===== src/sv/rcs_pkg.sv =====
// Shared constants, types and helper functions of the streaming 3x3 RGB filter.
package rcs_pkg;

   // Line store depth; sets the widest frame the block can filter.
   localparam int MAX_WIDTH  = 512;
   localparam int COL_W      = $clog2(MAX_WIDTH);
   localparam int EW_W       = $clog2(MAX_WIDTH + 1);
   localparam int WREG_W     = 10;
   localparam int HREG_W     = 12;
   localparam int CMP_W      = (EW_W > WREG_W) ? EW_W : WREG_W;
   localparam int ROW_W      = 12;
   localparam int OUT_COL_W  = 9;
   localparam int MIN_WIDTH  = 3;
   localparam int MIN_HEIGHT = 2;

   localparam int NUM_CH     = 3;
   localparam int CH_W       = 8;
   localparam int PIX_W      = NUM_CH * CH_W;
   localparam int COEF_W     = 16;
   localparam int NUM_TAPS   = 3;
   localparam int CROW_W     = NUM_TAPS * COEF_W;
   localparam int FRAC_W     = 8;

   // signed Q8.8 coefficient times unsigned 8-bit channel
   localparam int PROD_W     = COEF_W + CH_W;
   localparam int PRODX_W    = PROD_W + 1;
   localparam int ROWSUM_W   = PROD_W + 2;
   localparam int SUM_W      = PROD_W + 4;

   localparam int CSR_IDX_W  = 3;
   localparam int CSR_DATA_W = CROW_W;

   localparam logic [WREG_W-1:0] WIDTH_RST    = WREG_W'(512);
   localparam logic [HREG_W-1:0] HEIGHT_RST   = HREG_W'(512);
   localparam logic [CROW_W-1:0] COEF_TOP_RST = 48'h0100_0000_FF00;
   localparam logic [CROW_W-1:0] COEF_MID_RST = 48'h0200_0000_FE00;
   localparam logic [CROW_W-1:0] COEF_BOT_RST = 48'h0100_0000_FF00;

   typedef enum logic [CSR_IDX_W-1:0] {
      CSR_IMAGE_WIDTH  = 3'd0,
      CSR_IMAGE_HEIGHT = 3'd1,
      CSR_COEF_TOP     = 3'd2,
      CSR_COEF_MID     = 3'd3,
      CSR_COEF_BOTTOM  = 3'd4
   } csr_index_type;

   typedef enum logic {
      OP_PIXEL = 1'b0,
      OP_FLUSH = 1'b1
   } op_type;

   typedef logic [PIX_W-1:0]           pixel_type;
   typedef logic signed [PROD_W-1:0]   prod_type;
   typedef logic signed [ROWSUM_W-1:0] rowsum_type;
   typedef logic signed [SUM_W-1:0]    sum_type;

   typedef struct packed {
      logic push;      // shift a new pixel into the taps
      logic advance;   // move the arithmetic stages
      logic row_ok;    // window row lies inside the frame
      logic left_ok;
      logic right_ok;
   } cell_ctl_type;

   typedef struct packed {
      logic [CH_W-1:0]      blue;
      logic [CH_W-1:0]      green;
      logic [CH_W-1:0]      red;
      logic [OUT_COL_W-1:0] col;
      logic [ROW_W-1:0]     row;
      logic                 last;
   } rsp_type;

   function automatic rowsum_type widen_prod(prod_type p);
      return {{(ROWSUM_W - PROD_W){p[PROD_W-1]}}, p};
   endfunction

   function automatic sum_type widen_row(rowsum_type r);
      return {{(SUM_W - ROWSUM_W){r[ROWSUM_W-1]}}, r};
   endfunction

   // Non-positive sums give 0; otherwise drop the fraction and cap at 255.
   function automatic logic [CH_W-1:0] clamp_sum(sum_type s);
      logic [CH_W-1:0] v;
      if (s[SUM_W-1] || (s == '0)) begin
         v = '0;
      end else if (|s[SUM_W-1:FRAC_W+CH_W]) begin
         v = '1;
      end else begin
         v = s[FRAC_W+CH_W-1:FRAC_W];
      end
      return v;
   endfunction

endpackage


===== src/sv/rcs_row_cell.sv =====
// One window row: three pixel taps, masked products and the per-channel row sum.
module rcs_row_cell (
   input  logic                       clock,
   input  rcs_pkg::cell_ctl_type      ctl,
   input  rcs_pkg::pixel_type         pix_in,
   input  logic [rcs_pkg::CROW_W-1:0] coef_row,
   output rcs_pkg::rowsum_type        row_sum [rcs_pkg::NUM_CH]
);

   // tap 0 holds the newest pixel (right neighbor), tap 2 the oldest (left)
   rcs_pkg::pixel_type         tap_ff     [rcs_pkg::NUM_TAPS];
   rcs_pkg::pixel_type         win_px     [rcs_pkg::NUM_TAPS];
   logic                       tap_ok     [rcs_pkg::NUM_TAPS];
   logic signed [rcs_pkg::PRODX_W-1:0] coef_x [rcs_pkg::NUM_TAPS];
   logic signed [rcs_pkg::PRODX_W-1:0] chan_x [rcs_pkg::NUM_TAPS][rcs_pkg::NUM_CH];
   logic signed [rcs_pkg::PRODX_W-1:0] prod_x [rcs_pkg::NUM_TAPS][rcs_pkg::NUM_CH];
   rcs_pkg::prod_type          prod_in    [rcs_pkg::NUM_TAPS][rcs_pkg::NUM_CH];
   rcs_pkg::prod_type          prod_ff    [rcs_pkg::NUM_TAPS][rcs_pkg::NUM_CH];
   rcs_pkg::rowsum_type        row_sum_in [rcs_pkg::NUM_CH];
   rcs_pkg::rowsum_type        row_sum_ff [rcs_pkg::NUM_CH];

   always_comb begin
      tap_ok[0] = ctl.row_ok && ctl.left_ok;
      tap_ok[1] = ctl.row_ok;
      tap_ok[2] = ctl.row_ok && ctl.right_ok;
      for (int k = 0; k < rcs_pkg::NUM_TAPS; k++) begin
         win_px[k] = tap_ok[k] ? tap_ff[rcs_pkg::NUM_TAPS - 1 - k] : '0;
         coef_x[k] = {{(rcs_pkg::PRODX_W - rcs_pkg::COEF_W)
                       {coef_row[k*rcs_pkg::COEF_W + rcs_pkg::COEF_W - 1]}},
                      coef_row[k*rcs_pkg::COEF_W +: rcs_pkg::COEF_W]};
         for (int c = 0; c < rcs_pkg::NUM_CH; c++) begin
            chan_x[k][c] = {{(rcs_pkg::PRODX_W - rcs_pkg::CH_W){1'b0}},
                            win_px[k][c*rcs_pkg::CH_W +: rcs_pkg::CH_W]};
            prod_x[k][c]  = coef_x[k] * chan_x[k][c];
            prod_in[k][c] = prod_x[k][c][rcs_pkg::PROD_W-1:0];
         end
      end
      for (int c = 0; c < rcs_pkg::NUM_CH; c++) begin
         row_sum_in[c] = rcs_pkg::widen_prod(prod_ff[0][c])
                       + rcs_pkg::widen_prod(prod_ff[1][c])
                       + rcs_pkg::widen_prod(prod_ff[2][c]);
      end
   end

   always_ff @(posedge clock) begin
      if (ctl.push) begin
         tap_ff[0] <= pix_in;
         tap_ff[1] <= tap_ff[0];
         tap_ff[2] <= tap_ff[1];
      end
      if (ctl.advance) begin
         prod_ff    <= prod_in;
         row_sum_ff <= row_sum_in;
      end
   end

   assign row_sum = row_sum_ff;

endmodule


===== config.mk =====
export PLATFORM = sky130hd
export DESIGN_NAME = rcs_row_cell
export DESIGN_NICKNAME = d
export VERILOG_FILES = /design/src/sv/rcs_pkg.sv /design/src/sv/rcs_row_cell.sv
export SDC_FILE = /design/constraint.sdc
export NUM_CORES = 2
export LEC_CHECK = 0
export ABC_AREA = 1
export BUFFER_PORTS_ARGS = -buffer_cell sky130_fd_sc_hd__clkbuf_2
export CORE_ASPECT_RATIO = 1.75
export CORE_MARGIN = 8
export CORE_UTILIZATION = 65
export DETAILED_ROUTE_END_ITERATION = 7
export PLACE_DENSITY_LB_ADDON = 0.08
export SYNTH_ARGS = -nofsm -noshare
export SYNTH_HDL_FRONTEND = slang
export SYNTH_SLANG_ARGS = --single-unit
export TNS_END_PERCENT = 100

===== constraint.sdc =====
create_clock -name clock -period 5 [get_ports clock]
set_input_delay 0.25 -clock clock [delete_from_list [all_inputs] [get_ports clock]]
set_output_delay 0.25 -clock clock [all_outputs]
set_load 0.1 [all_outputs]

==> key figures <==
Detailed routing
  – # DRC: 0
  – Initial DRC count: 2988
  – Post-DR wirelength/cell: 19.4 microns
  – DR pass1 iterations: 6
  – Post-route ant nets: 0
  – Routed wire length: 181000 microns
  – Vias/cell: 5.42
  – DR vias: 50780

Power and ir drop
  – Pleak: 37.6 nW
  – PD cells: 404 nW/um^2
  – VDD IR max: 0.000508 V

Floorplanning
  – Core area: 93000 sq um
  – Total die area: 104000 sq um
  – Initial Util: 65.4%
  – Total I/O pin count: 156
  – Die X: 247 microns
  – DIE HEIGHT: 421 microns
  – Std cell rows: 148

Logic synthesis
  – Synthesized cell area: 60800 sq um
  – Yosys top cell by area: fa_1
  – Synth top area cells: fa_1 32%, edfxtp_1 18%, inv_1 12%, nand2_1 12%, ha_1 10%
  – Unique masters post-synth: 34
  – Post-Synthesis Cells: 7702
  – Post-synthesis sequential area ratio: 18.1%
  – Synthesis Warnings: 0
  – Syn Area/Cell: 7.90 sq um
  – #FFs+latches synth: 366
  – Top-area cell type share of the netlist area: 32.1%
  – Syn nets: 9250

Setup path
  – CP startpoint: tap_ff[0][59]
  – CP bufs+invs: 6
  – Slowest CP cell: fa_1
  – Worst Setup End Kind: register
  – Max FO, Critical Path: 7
  – Most Frequent Cell on Critical Path: inv_1
  – Critical Path AT: 5.25 ns
  – Crit-path cells: nand2_2 > buf_4 > nor2_1 > fa_1 > inv_1 > fa_1 > inv_1 > fa_1 > inv_1 > fa_1 > inv_1 > ha_1 > nand2_1 > inv_1 > nand3_1 > nor2_1 > o21ai_0 > nand3_1 > nand2_1
  – Worst setup SP type: register
  – Top delay family on crit path: adder cells
  – R2r startpoint: tap_ff[0][59]
  – Crit path kind: register to register
  – CP required: 5.38 ns
  – Critical path's largest stage delay: 0.57 ns

Final layout
  – Area taken by flip-flops and latches: 11000 sq um
  – Layout net count: 9668
  – Final core utilization: 71.9%
  – Multi-input logic area: 41500 sq um
  – Proportion of layout cells with a drive suffix above 1: 7.63%
  – Commonest non-fill, non-tap cell in the layout: inv_1
  – Most frequent cells in the layout: 1991 x inv_1, 1968 x nand2_1, 975 x fa_1
  – Layout fillers: 7584
  – Synth-to-Final Area Change: 9.96%

GRT
  – Gr ovfl total: 0
  – Global-route wire length before repair: 283000 microns
  – Initial antenna violation count: 16
  – Largest net degree at the start of global routing: 117
  – GRT Total Usage: 35.9%
  – Vias in the first global route: 54127

Timing
  – # setup viols final: 0
  – Fin. max-slew vios: 0
  – Tcrit/Tclk final: 97.5%
  – Fmax achieved: 205 MHz
  – RSZ-0062 raised after global routing: no
  – Setup ws final: 0.126 ns
  – Max-slew headroom: 28.6%
  – Worst slew pin tran: 1.07 ns
  – Final min period: 4.87 ns
  – Final Hold Fails: 0
  – Clk_skew: 0.0309 ns

Placed design
  – GP Congestion: 1.03
  – HPWL after DPL: 155000 microns
  – Pre-CTS WS: -0.169 ns
  – PortBufs: 155

Run status
  – Outcome: complete, no violations

Clock tree
  – Root Driver: clkbuf_16
  – Clk Latency, worst-skew pair: 0.63 ns
  – CTS max path bufs: 3
  – Htree depth: 2
  – Register clock-pin slew on the reported worst setup and hold paths: 0.07 ns
  – Post-CTS setup buffers: 0
  – CTS Buf Count: 40
  – TritonCTS clock tree: built
  – # clock sinks: 366

Min path
  – Hold Crit Class: input pin to register
  – Hold path start: ctl[3]

Run
  – Max_cap viols: 0
[per-layer routing]
layer	track usage, %	share of wire [%]	up-vias
met5	0	0.036	-
met2	63.8	50	1967
met3	5.64	6.3	783
met1	37.0	33	24532
met4	29.2	10	10
li1	-	-	23488
[synth_stat cells]
master / n
inv_1: 1993
nand2_1: 1968
fa_1: 975
nor2_1: 896
ha_1: 495
edfxtp_1: 366
nand3_1: 280
a21oi_1: 179
xor2_1: 131
clkbuf_1: 67
buf_2: 64
nand4_1: 61
o21ai_0: 32
xnor2_1: 27
clkinv_1: 21
o21bai_1: 21
nand2_2: 20
buf_1: 15
and2_1: 13
nand3b_1: 11
nor3_1: 11
a21o_1: 10
nor4_1: 10
nand2_4: 8
nand3_2: 6
inv_2: 5
buf_4: 4
buf_6: 3
or2_2: 3
nor3_2: 2
or2_1: 2
buf_12: 1
inv_4: 1
nor2_2: 1
[area by class of cell]
| type | instances | area share, % |
|---|---|---|
| antenna | 11 | 0.0412 |
| clock buffer | 44 | 1.58 |
| clock inverter | 30 | 0.518 |
| inverter | 2020 | 11.4 |
| multi-input combinational | 5162 | 62.1 |
| sequential | 366 | 16.4 |
| tap | 1200 | 2.25 |
| timing repair buffer | 530 | 5.72 |
[flip-flops by register name, summed over array words and instances (netlist names)]
signal and cells:
prod_ff 216, row_sum 78, tap_ff 72
[worst register-to-register path, delay by kind of cell (launching register included)]
family / cells / cell delay, ns
buffers and inverters: 6 / 0.56
AO/OA/AOI/OAI: 1 / 0.20
AND/OR/NAND/NOR: 7 / 0.98
flip-flops: 1 / 0.49
adder cells (fa/ha/maj): 5 / 2.40
[through the flow]
| stage | power (mW) | hold WS (ns) | setup TNS (ns) | cells | instance area, sq um |
|---|---|---|---|---|---|
| CTS | 26.9 | 0.157 | 0 | 9352 | 66800 |
| floorplan | 18.0 | 0.349 | 0 | 7702 | 60800 |
| finish | 27.0 | 0.147 | 0 | 9363 | 66900 |
| detailed placement | 23.4 | 0.429 | -0.837 | 9254 | 65200 |
| global placement | 23.1 | 0.428 | -0.315 | 9254 | 65200 |
| global route | 29.1 | 0.196 | 0 | 9354 | 66900 |
[final timing paths]
check / endpoint / slack, ns / cells past startpoint
hold reg to reg: tap_ff[0][49] / 0.45 / 0
hold / removal: prod_ff[9] / 0.15 / 1
setup reg to reg: prod_ff[186] / 0.13 / 19
setup / recovery: prod_ff[186] / 0.13 / 19
[logic make-up (layout without fill, tap and decap cells)]
logic type	count (synthesis)	in the layout	synth area share (%)
adders and majority gates	1470	1470	42.3
xor gates and xnor gates	158	158	2.28
and+or+nand+nor	3292	3292	21.6
AOI/OAI and AO/OA	242	242	2.12
other	0	11	0
DFF	366	366	18.1
buffers and inverters	2174	2624	13.6
[power breakdown]
group / switching, mW / internal (mW)
registers: 0.509 / 4.90
clock network: 1.49 / 1.83
logic: 12.6 / 5.62
[repair_timing]
item,CTS,global route
setup endpoints to repair,0,1
hold buffers,24,0
hold endpoints to repair,24,0
resized for setup,0,2
(Power assumes the default switching activity.)
